File: config.mk
export PLATFORM = sky130hd
export DESIGN_NAME = mfm_sector_encoder_checksum_unit_flat
export DESIGN_NICKNAME = d
export VERILOG_FILES = /design/src/sv/mfmsec_pkg.sv /design/src/sv/mfmsec_req_if.sv /design/src/sv/mfmsec_rsp_if.sv /design/src/sv/mfmsec_core.sv /design/src/sv/mfmsec_out_buf.sv /design/src/sv/mfm_sector_encoder_checksum_unit.sv /design/src/flat_wrapper.sv
export SDC_FILE = /design/constraint.sdc
export NUM_CORES = 1
export LEC_CHECK = 0
export BUFFER_PORTS_ARGS = -buffer_cell sky130_fd_sc_hd__buf_2
export CORE_MARGIN = 5
export CORE_UTILIZATION = 61
export CTS_BUF_LIST = sky130_fd_sc_hd__clkbuf_2
export DETAILED_ROUTE_END_ITERATION = 16
export GPL_TIMING_DRIVEN = 1
export PLACE_DENSITY = 0.82
export SETUP_SLACK_MARGIN = 0.15
export SYNTH_ARGS = -nofsm -noshare
export SYNTH_HDL_FRONTEND = slang
export SYNTH_SLANG_ARGS = --single-unit
File: constraint.sdc
create_clock -name clock -period 7 [get_ports clock]
set_input_delay 1.4 -clock clock [delete_from_list [all_inputs] [get_ports clock]]
set_output_delay 1.4 -clock clock [all_outputs]
set_load 0.005 [all_outputs]
File: src/sv/mfmsec_pkg.sv
package mfmsec_pkg;

   localparam int WORDS_PER_SECTOR = 128;
   localparam int CNT_W            = $clog2(WORDS_PER_SECTOR);
   localparam int IDX_W            = 7;
   localparam int WORD_W           = 32;
   localparam int BURST_MAX        = 3;
   localparam int BURST_CNT_W      = 2;

   localparam logic [WORD_W-1:0] DATA_MASK  = 32'h5555_5555;
   localparam logic [WORD_W-1:0] CLOCK_MASK = 32'hAAAA_AAAA;

   typedef enum logic {
      KIND_DATA     = 1'b0,
      KIND_CHECKSUM = 1'b1
   } kind_type;

   typedef struct packed {
      kind_type            kind;
      logic [IDX_W-1:0]    word_index;
      logic [WORD_W-1:0]   odd_word;
      logic [WORD_W-1:0]   even_word;
      logic                last;
   } result_type;

   // one encoded word, or the three results closing a sector
   typedef struct packed {
      logic                              push;
      logic [BURST_CNT_W-1:0]            count;
      result_type [BURST_MAX-1:0]        slot;
   } burst_type;

   // MFM-encode the data bits of value; lead is the data bit ahead of the top cell
   function automatic logic [WORD_W-1:0] mfm_half(input logic [WORD_W-1:0] value,
                                                  input logic lead);
      logic [WORD_W-1:0] d;
      logic [WORD_W-1:0] nbr;
      d   = value & DATA_MASK;
      nbr = (d >> 1) | (d << 1);
      nbr[WORD_W-1] = nbr[WORD_W-1] | lead;
      return d | (~nbr & CLOCK_MASK);
   endfunction

endpackage

File: src/sv/mfmsec_req_if.sv
interface mfmsec_req_if;
   logic                            valid;
   logic                            ready;
   logic [mfmsec_pkg::WORD_W-1:0]   payload_word;
   logic                            preceding_bit;

   modport source (output valid, output payload_word, output preceding_bit, input ready);
   modport sink   (input valid, input payload_word, input preceding_bit, output ready);
endinterface

File: src/sv/mfmsec_rsp_if.sv
interface mfmsec_rsp_if;
   logic                            valid;
   logic                            ready;
   logic                            kind;
   logic [mfmsec_pkg::IDX_W-1:0]    word_index;
   logic [mfmsec_pkg::WORD_W-1:0]   odd_word;
   logic [mfmsec_pkg::WORD_W-1:0]   even_word;
   logic                            last;

   modport source (output valid, output kind, output word_index, output odd_word,
                   output even_word, output last, input ready);
   modport sink   (input valid, input kind, input word_index, input odd_word,
                   input even_word, input last, output ready);
endinterface

File: src/sv/mfmsec_core.sv
module mfmsec_core (
   input  logic                     clock,
   input  logic                     reset,
   mfmsec_req_if.sink               req_bus,
   output mfmsec_pkg::burst_type    burst,
   input  logic                     load_ok
);

   localparam logic [mfmsec_pkg::CNT_W-1:0] LAST_INDEX =
      mfmsec_pkg::CNT_W'(mfmsec_pkg::WORDS_PER_SECTOR - 1);

   logic                              in_valid_ff, in_valid_in;
   logic [mfmsec_pkg::WORD_W-1:0]     in_word_ff;
   logic                              in_pbit_ff;

   logic [mfmsec_pkg::CNT_W-1:0]      counter_ff, counter_in;
   logic [mfmsec_pkg::WORD_W-1:0]     first_ff, first_in;
   logic [mfmsec_pkg::WORD_W-1:0]     prev_ff, prev_in;
   logic [mfmsec_pkg::WORD_W-1:0]     cksum_ff, cksum_in;
   logic                              saved_pbit_ff, saved_pbit_in;

   logic                              accept;
   logic                              fire;
   logic                              is_head;
   logic                              is_final;
   logic [mfmsec_pkg::WORD_W-1:0]     odd_enc;
   logic [mfmsec_pkg::WORD_W-1:0]     even_enc;
   logic [mfmsec_pkg::WORD_W-1:0]     cksum_new;

   assign is_head  = (counter_ff == '0);
   assign is_final = (counter_ff == LAST_INDEX);
   // word 0 only updates state, so it never waits on the output side
   assign fire     = in_valid_ff & (is_head | load_ok);
   assign req_bus.ready = ~in_valid_ff | fire;
   assign accept   = req_bus.valid & req_bus.ready;

   assign cksum_new = cksum_ff ^ ((in_word_ff >> 1) & mfmsec_pkg::DATA_MASK)
                               ^ (in_word_ff & mfmsec_pkg::DATA_MASK);
   assign odd_enc   = mfmsec_pkg::mfm_half(in_word_ff >> 1, prev_ff[1]);
   assign even_enc  = mfmsec_pkg::mfm_half(in_word_ff, prev_ff[0]);

   always_comb begin
      in_valid_in   = accept ? 1'b1 : (fire ? 1'b0 : in_valid_ff);
      counter_in    = counter_ff;
      first_in      = first_ff;
      prev_in       = prev_ff;
      cksum_in      = cksum_ff;
      saved_pbit_in = saved_pbit_ff;
      if (fire) begin
         prev_in  = in_word_ff;
         if (is_head) begin
            first_in      = in_word_ff;
            saved_pbit_in = in_pbit_ff;
            cksum_in      = ((in_word_ff >> 1) & mfmsec_pkg::DATA_MASK)
                            ^ (in_word_ff & mfmsec_pkg::DATA_MASK);
            counter_in    = counter_ff + mfmsec_pkg::CNT_W'(1);
         end else begin
            cksum_in   = cksum_new;
            counter_in = is_final ? '0 : counter_ff + mfmsec_pkg::CNT_W'(1);
         end
      end
   end

   always_comb begin
      burst       = '0;
      burst.push  = fire & ~is_head;
      burst.count = is_final ? mfmsec_pkg::BURST_CNT_W'(3) : mfmsec_pkg::BURST_CNT_W'(1);

      burst.slot[0].kind       = mfmsec_pkg::KIND_DATA;
      burst.slot[0].word_index = mfmsec_pkg::IDX_W'(counter_ff);
      burst.slot[0].odd_word   = odd_enc;
      burst.slot[0].even_word  = even_enc;
      burst.slot[0].last       = ~is_final;

      burst.slot[1].kind       = mfmsec_pkg::KIND_CHECKSUM;
      burst.slot[1].word_index = '0;
      burst.slot[1].odd_word   = mfmsec_pkg::mfm_half(cksum_new >> 1, saved_pbit_ff);
      burst.slot[1].even_word  = mfmsec_pkg::mfm_half(cksum_new, cksum_new[1]);
      burst.slot[1].last       = 1'b0;

      // held word 0 closes the sector
      burst.slot[2].kind       = mfmsec_pkg::KIND_DATA;
      burst.slot[2].word_index = '0;
      burst.slot[2].odd_word   = mfmsec_pkg::mfm_half(first_ff >> 1, cksum_new[0]);
      burst.slot[2].even_word  = mfmsec_pkg::mfm_half(first_ff, in_word_ff[1]);
      burst.slot[2].last       = 1'b1;
   end

   always_ff @(posedge clock) begin
      if (reset) begin
         in_valid_ff <= 1'b0;
         counter_ff  <= '0;
      end else begin
         in_valid_ff <= in_valid_in;
         counter_ff  <= counter_in;
      end
   end

   always_ff @(posedge clock) begin
      if (accept) begin
         in_word_ff <= req_bus.payload_word;
         in_pbit_ff <= req_bus.preceding_bit;
      end
      first_ff      <= first_in;
      prev_ff       <= prev_in;
      cksum_ff      <= cksum_in;
      saved_pbit_ff <= saved_pbit_in;
   end

   a_final_wraps: assert property (@(posedge clock) disable iff (reset)
      fire && is_final |=> counter_ff == '0)
      else $error("counter did not wrap after final word");

   a_counter_range: assert property (@(posedge clock) disable iff (reset)
      counter_ff <= LAST_INDEX)
      else $error("word counter beyond sector length");

   a_held_stable: assert property (@(posedge clock) disable iff (reset)
      in_valid_ff && !fire |=> in_valid_ff && $stable(in_word_ff))
      else $error("stalled input word changed");

endmodule

File: src/sv/mfmsec_out_buf.sv
module mfmsec_out_buf (
   input  logic                     clock,
   input  logic                     reset,
   input  mfmsec_pkg::burst_type    burst,
   output logic                     load_ok,
   mfmsec_rsp_if.source             rsp_bus
);

   mfmsec_pkg::result_type [mfmsec_pkg::BURST_MAX-1:0] slot_ff, slot_in;
   logic [mfmsec_pkg::BURST_CNT_W-1:0]                 count_ff, count_in;
   logic                                               pop;

   assign rsp_bus.valid      = (count_ff != '0);
   assign pop                = rsp_bus.valid & rsp_bus.ready;
   assign load_ok            = (count_ff == '0)
                               | ((count_ff == mfmsec_pkg::BURST_CNT_W'(1)) & pop);
   assign rsp_bus.kind       = slot_ff[0].kind;
   assign rsp_bus.word_index = slot_ff[0].word_index;
   assign rsp_bus.odd_word   = slot_ff[0].odd_word;
   assign rsp_bus.even_word  = slot_ff[0].even_word;
   assign rsp_bus.last       = slot_ff[0].last;

   always_comb begin
      slot_in  = slot_ff;
      count_in = count_ff;
      if (burst.push) begin
         slot_in  = burst.slot;
         count_in = burst.count;
      end else if (pop) begin
         // advance the queue by one slot
         slot_in[0] = slot_ff[1];
         slot_in[1] = slot_ff[2];
         count_in   = count_ff - mfmsec_pkg::BURST_CNT_W'(1);
      end
   end

   always_ff @(posedge clock) begin
      if (reset) begin
         count_ff <= '0;
      end else begin
         count_ff <= count_in;
      end
   end

   always_ff @(posedge clock) begin
      slot_ff <= slot_in;
   end

   a_push_room: assert property (@(posedge clock) disable iff (reset)
      burst.push |-> count_ff == '0 || (count_ff == mfmsec_pkg::BURST_CNT_W'(1) && pop))
      else $error("burst loaded over pending results");

   a_last_drains: assert property (@(posedge clock) disable iff (reset)
      pop && slot_ff[0].last |-> count_ff == mfmsec_pkg::BURST_CNT_W'(1))
      else $error("results pending behind a last result");

   a_cksum_then_word0: assert property (@(posedge clock) disable iff (reset)
      rsp_bus.valid && slot_ff[0].kind == mfmsec_pkg::KIND_CHECKSUM
      |-> count_ff == mfmsec_pkg::BURST_CNT_W'(2) && slot_ff[1].word_index == '0)
      else $error("checksum not followed by word 0");

   a_pop_continues: assert property (@(posedge clock) disable iff (reset)
      pop && count_ff > mfmsec_pkg::BURST_CNT_W'(1) |=> rsp_bus.valid)
      else $error("pending results lost");

endmodule

File: src/sv/mfm_sector_encoder_checksum_unit.sv
// MFM sector payload encoder with running sector checksum.
//
// req_bus carries one raw payload longword per transfer, word 0 first;
// preceding_bit is sampled only with word 0 and sets the clock bit in front
// of the checksum's odd half. rsp_bus carries encoded odd/even longword pairs.
// Word 0 produces no transfer; each middle word produces one (last = 1); the
// final word of a sector produces three: its own encoding, the encoded
// checksum (kind = 1), then the held word 0 (last = 1 on this one).
//
// Each result passes through the input register, then the result register,
// before it is valid on rsp_bus. With rsp_bus.ready held high the block takes
// one word per cycle, but word 1 of the next sector waits in the input register
// while the three-slot result register drains.
//
// Reset clears the word counter and both valid flags; the next transfer is
// taken as word 0. When the receiver stalls, results hold in the result
// register, then the input register fills and req_bus.ready drops.
module mfm_sector_encoder_checksum_unit (
   input  logic          clock,
   input  logic          reset,
   mfmsec_req_if.sink    req_bus,
   mfmsec_rsp_if.source  rsp_bus
);

   mfmsec_pkg::burst_type  burst;
   logic                   load_ok;

   // input register, sector state and encoding logic
   mfmsec_core u_core (
      .clock   (clock),
      .reset   (reset),
      .req_bus (req_bus),
      .burst   (burst),
      .load_ok (load_ok)
   );

   // result register: hold up to three results, drain one per transfer
   mfmsec_out_buf u_out_buf (
      .clock   (clock),
      .reset   (reset),
      .burst   (burst),
      .load_ok (load_ok),
      .rsp_bus (rsp_bus)
   );

endmodule

File: src/flat_wrapper.sv
// flat-port wrapper written by rule: the top's interface ports become plain ports
module mfm_sector_encoder_checksum_unit_flat 
  (clock, reset, req_bus_valid, req_bus_payload_word, req_bus_preceding_bit, req_bus_ready, rsp_bus_valid, rsp_bus_kind, rsp_bus_word_index, rsp_bus_odd_word, rsp_bus_even_word, rsp_bus_last, rsp_bus_ready);
  mfmsec_req_if req_bus_i ();
  mfmsec_rsp_if rsp_bus_i ();
  input  logic clock;
  input  logic reset;
  input wire logic [$bits(req_bus_i.valid)-1:0] req_bus_valid;
  input wire logic [$bits(req_bus_i.payload_word)-1:0] req_bus_payload_word;
  input wire logic [$bits(req_bus_i.preceding_bit)-1:0] req_bus_preceding_bit;
  output wire logic [$bits(req_bus_i.ready)-1:0] req_bus_ready;
  output wire logic [$bits(rsp_bus_i.valid)-1:0] rsp_bus_valid;
  output wire logic [$bits(rsp_bus_i.kind)-1:0] rsp_bus_kind;
  output wire logic [$bits(rsp_bus_i.word_index)-1:0] rsp_bus_word_index;
  output wire logic [$bits(rsp_bus_i.odd_word)-1:0] rsp_bus_odd_word;
  output wire logic [$bits(rsp_bus_i.even_word)-1:0] rsp_bus_even_word;
  output wire logic [$bits(rsp_bus_i.last)-1:0] rsp_bus_last;
  input wire logic [$bits(rsp_bus_i.ready)-1:0] rsp_bus_ready;
  assign req_bus_i.valid = req_bus_valid;
  assign req_bus_i.payload_word = req_bus_payload_word;
  assign req_bus_i.preceding_bit = req_bus_preceding_bit;
  assign req_bus_ready = req_bus_i.ready;
  assign rsp_bus_valid = rsp_bus_i.valid;
  assign rsp_bus_kind = rsp_bus_i.kind;
  assign rsp_bus_word_index = rsp_bus_i.word_index;
  assign rsp_bus_odd_word = rsp_bus_i.odd_word;
  assign rsp_bus_even_word = rsp_bus_i.even_word;
  assign rsp_bus_last = rsp_bus_i.last;
  assign rsp_bus_i.ready = rsp_bus_ready;
  mfm_sector_encoder_checksum_unit u_core (.clock(clock), .reset(reset), .req_bus(req_bus_i), .rsp_bus(rsp_bus_i));
endmodule
* Yosys cells after proc, flatten, opt, wreduce, memory -nomap -nowiden *
Cells that the tools add are included.

cells by class
  $add $sub $neg = 2
  equality and inequality tests = 2
  multiplexer cells = 10
  bitwise logic cells = 38
  reduce and logical (&&, ||, !) cells = 6

operator list
  kind                 count
  $mux 138             2
  $not 32->32          6
  $or 30x32->32        6
  $or 31x32->32        6
  $xor 32x31->32       2
  $mux 32              1
  $xor 31x31->31       1
  $mux 7               2
  $or 1x1->1           9
  $add 7x1->7 const B  1
  $eq 7x7->1 const B   1
  $logic_not 7->1      1
  $mux 2               3
  $reduce_bool 2->1    3
  $and 1x1->1          5
  $not 1->1            3
  $eq 2x1->1 const B   1
  $logic_not 2->1      1
  $mux 1               2
  $reduce_and 2->1     1
  $sub 2x1->2 const B  1

word-level totals
  register bits after elaboration = 313
  bits of input ports = 37

* Logic depth before layout (Yosys ltp) *
  depth after elaboration = 9
  gate-level depth with buffers = 9

* Modules after synthesis *
A second synthesis with hierarchy kept.

unflattened totals
  cell total of the unflattened synthesis = 815
  area total of the unflattened synthesis = 13,651.8 µm²

modules (own cells, without submodules)
  module          times used  cells an instance  area each (µm²)  sequential area each (µm²)
  mfmsec_out_buf  1           472                9,450.3          6,616.3
  mfmsec_core     1           343                4,201.5          2,682.6

* Worst setup path after synthesis *
No wires, ideal clock.

  kind = input to register
  start point = in rsp_bus_ready
  end point = reg u_core.u_out_buf.slot_ff (netlist bit u_core.u_out_buf.rsp_bus.even_word[0]), enable pin
  setup time = 1.176 ns
  arrival time = 4.604 ns
  required time = 5.824 ns
  setup slack = 1.221 ns
  stages on the path = 6
  buffers on the path = 3
  path through = a21oi_1 > a211o_1 > buf_4 > buf_6 > buf_2 > nand2_1

on the way
  cells in the longest elaborated chain, start to end = 7

ends and longest elaborated chain
  item                                    line                  RTL
  start, declared                         flat_wrapper.sv:18    input wire logic [$bits(rsp_bus_i.ready)-1:0] rsp_bus_ready;
  $and 1x1->1 (*)                         mfmsec_out_buf.sv:14  assign pop = rsp_bus.valid & rsp_bus.ready;
  $and 1x1->1                             mfmsec_out_buf.sv:16  | ((count_ff == mfmsec_pkg::BURST_CNT_W'(1)) & pop);
  $or 1x1->1                              mfmsec_out_buf.sv:16
  $or 1x1->1                              mfmsec_core.sv:33     assign fire = in_valid_ff & (is_head | load_ok);
  $and 1x1->1                             mfmsec_core.sv:33
  $and 1x1->1                             mfmsec_core.sv:66     burst.push = fire & ~is_head;
  $reduce_bool 2->1 (no source line) (*)  -
  end signal, assigned                    mfmsec_out_buf.sv:46  slot_ff <= slot_in;
  end, declared                           mfmsec_out_buf.sv:9   mfmsec_pkg::result_type [mfmsec_pkg::BURST_MAX-1:0] slot_ff, slot_in;

Every way passes the cells marked *; elsewhere a longest branch is shown, timed or not.
A chain may end at the register's enable or synchronous reset.

* Worst setup path after layout *
  start point = reg u_core.u_core.counter_ff[0] (netlist name)
  end point = out req_bus_ready

on the way
  cells in the longest elaborated chain, start to end = 4

ends and longest elaborated chain
  item                    line                RTL
  start, declared         mfmsec_core.sv:16   logic [mfmsec_pkg::CNT_W-1:0] counter_ff, counter_in;
  start signal, assigned  mfmsec_core.sv:95   counter_ff <= counter_in;
  $logic_not 7->1         mfmsec_core.sv:30   assign is_head = (counter_ff == '0);
  $or 1x1->1              mfmsec_core.sv:33
  $and 1x1->1             mfmsec_core.sv:33
  $or 1x1->1              mfmsec_core.sv:34   assign req_bus.ready = ~in_valid_ff | fire;
  end, declared           flat_wrapper.sv:11  output wire logic [$bits(req_bus_i.ready)-1:0] req_bus_ready;

No other way between the ends.

==> impl_results.md <==
* Setup tns final at 0 ns
* PnR Total Power at 0.00476 W
* Flops & latches, synth at 297
* Period Utilization, post-route at 59.8%
* Post-route clock skew at 0.0947 ns
* Worst reg2reg path depth at 8
* Pre-CTS WS at 2.74 ns
* Sequential fraction of the synthesis area at 73.3%
* Pwr/cell area at 371 nW/um^2
* Share of cells above drive strength 1 at 24.1%
* IO Count at 112
* Post-synth cell types at 37
* Final setup viols at 0
* Clock tree buffer depth at 3
* 1st-iter DRT viols at 677
* Vias per Instance at 5.60
* Final setup margin at 2.81 ns
* Num CTS Buffers at 73
* Critical path fanouts, max at 19
* Syn nets at 879
* WP depth at 6
* Arrival @ worst endpoint at 2.79 ns
* Max Cap Viol at 0
* CP startpoint kind: register
* Drt first pass iters at 7
* Area of the core at 19,400 um^2
* Synth-to-Final Area Change at 6.83%
* Vias in the first global route at 6,865
* Top cell type by total area after synthesis: edfxtp_1
* # H-tree levels at 3
* Max-slew violations at 0
* Root Buffer: clkbuf_2
* Ys async rst share at 0%
* Fmax at 0.239 GHz
* Post-layout util at 66.0%
* Crit end category: output pin
* # port buffers at 111
* Final ANT Viol Nets at 0
* Delay-heaviest family, CP: simple AND/OR/NAND/NOR gates
* CTS tree: built
* Critical path cell sequence: inv_1, ha_1, nor2b_1, nand2_1, nand3_1, buf_2
* DRC violations left at 0
* Top FF cell, synth: edfxtp_1
* Dominant cells by area after synthesis: edfxtp_1 71%, buf_4 5.0%, nand2_1 3.8%
* Setup bufs post-CTS at 0
* Die H at 150 um
* CP max stage cell: nand2_1
* DR vias at 6,879
* Count leader, synth: edfxtp_1
* Largest stage delay on the critical path at 0.78 ns
* Synth cell count leaders: 284 x edfxtp_1, 122 x nand2_1, 84 x nand3_1
* M1 WL at 8880 um
* Mapped Cells at 838
* Status: completed
* Final Hold Fails at 0
* RSZ-0062 raised after global routing: false
* Layout Cells excl Fill at 1,229
* Worst hold stages at 0
* Least-Margin Pin Slew at 1.17 ns
* Overall routing resource usage at 20.6%
* CP Buf/Inv Count at 2
* Peak supply drop at 0.000175 V
* First-pass GRT wire length at 35,400 um
* Nets at 960
* Share of the synthesized area in the top cell type at 71.1%
* Placed cells at 1,109
* Post-cts resize count at 0
* Fin crit period at 4.19 ns
* Critical path type: reg2out
* Hold Crit Class: reg2reg
* Antenna violations before repair at 1
* Dpl hpwl at 13,900 um
* Gr ovfl total at 0
* Filler instances at 1,393
* Met2 wire length at 11,400 um
* Slew headroom at 22.0%
* Routed met3 length at 1880 um
* Critical path required time at 5.60 ns
* Clock Sinks at 297
* Syn Std Cell Area at 12,000 um^2
* Syn Area/Cell at 14.3 um^2
* Hold buffer count at cts at 0
* Worst-path clk slew at 0.11 ns
* Routed WL at 22,900 um
* Synth Warn # at 0
* Initial Utilization at 61.8%
* Leakage at 4.82 nW
* Highest routed layer: met4
* Core Rows at 51
* Avg WL per Cell at 18.6 um
* Pin count of the biggest net entering global routing at 131
* Post-synth EDFFs at 284
* Chip Width at 150 um
* Die area at 22,600 um^2
* Worst skew pair latency at 0.86 ns
* GP Congestion at 0.817
==> area by class of cell <==
| type | instances | area, um^2 | area share (%) |
|---|---|---|---|
| Inverter | 9 | 36.3 | 0.283 |
| Sequential cell | 297 | 8790 | 68.6 |
| Tap cell | 265 | 332 | 2.59 |
| Multi-Input combinational cell | 421 | 2440 | 19.1 |
| Clock inverter | 19 | 104 | 0.811 |
| Timing Repair Buffer | 117 | 601 | 4.69 |
| Antenna cell | 1 | 2.50 | 0.0195 |
| Clock buffer | 100 | 500 | 3.91 |
==> stage by stage <==
step | area [um^2] | hold slack (ns)
after floorplan | 12000 | 0.400
after global placement | 12200 | 0.430
after detailed placement | 12200 | 0.438
after CTS | 12800 | 0.435
after global routing | 12800 | 0.436
final | 12800 | 0.436
==> worst paths after layout <==
kind	start	end	slack [ns]
worst max-delay path	u_core.u_core.counter_ff[0]	req_bus_ready	2.81
worst min-delay path	u_core.u_core.first_ff[4]	u_core.u_out_buf.slot_ff[151]	0.44
worst max register to register	u_core.u_out_buf.count_ff[0]	u_core.u_out_buf.slot_ff[93]	3.56
worst min register to register	u_core.u_core.first_ff[4]	u_core.u_out_buf.slot_ff[151]	0.44
==> logic make-up (layout without fill, tap and decap cells) <==
family | Yosys count | after routing | synth area share (%)
AOI/OAI and AO/OA | 79 | 79 | 4.77
and+or+nand+nor | 283 | 283 | 10.8
other | 0 | 1 | 0
muxes | 1 | 1 | 0.0835
buffers and inverters | 120 | 245 | 6.70
adders and majority gates | 4 | 4 | 0.418
xor gates and xnor gates | 54 | 54 | 3.95
DFF | 297 | 297 | 73.3
==> registers in the layout, summed over array words and instances (netlist names), 2 cells and up <==
signal                               count
u_core.u_out_buf.rsp_bus.odd_word       32
u_core.u_core.first_ff                  32
u_core.u_out_buf.rsp_bus.even_word      32
u_core.u_core.in_word_ff                32
u_core.u_core.prev_ff                    2
u_core.u_core.counter_ff                 7
u_core.u_out_buf.rsp_bus.word_index      7
u_core.u_out_buf.count_ff                2
u_core.u_core.cksum_ff                  16
u_core.u_out_buf.slot_ff               130
==> where the power goes <==
part / internal, W / total, W / switching (W)
registers: 0.00252 / 0.00269 / 0.000166
clock network: 0.000419 / 0.00106 / 0.000644
logic: 0.000314 / 0.00100 / 0.000691
==> routing by layer <==
metal	GRT usage, %	up-vias
met2	34.1	297
met4	9.52	0
met5	0	-
met3	5.21	61
li1	-	3203
met1	25.7	3318
==> cells in the final DEF (no fill, tap or decap), drive strengths merged, types with 2 or more instances in the layout <==
| cell | instances |
|---|---|
| a21oi | 7 |
| a32o | 14 |
| a32oi | 2 |
| and3 | 20 |
| buf | 117 |
| clkbuf | 100 |
| clkinv | 15 |
| dfxtp | 13 |
| edfxtp | 284 |
| ha | 4 |
| inv | 12 |
| nand2 | 122 |
| nand3 | 84 |
| nor2 | 44 |
| nor2b | 4 |
| nor4b | 3 |
| o21ai | 18 |
| o31ai | 32 |
| xnor2 | 36 |
| xor2 | 18 |
Power figures use the tool's default switching activity.
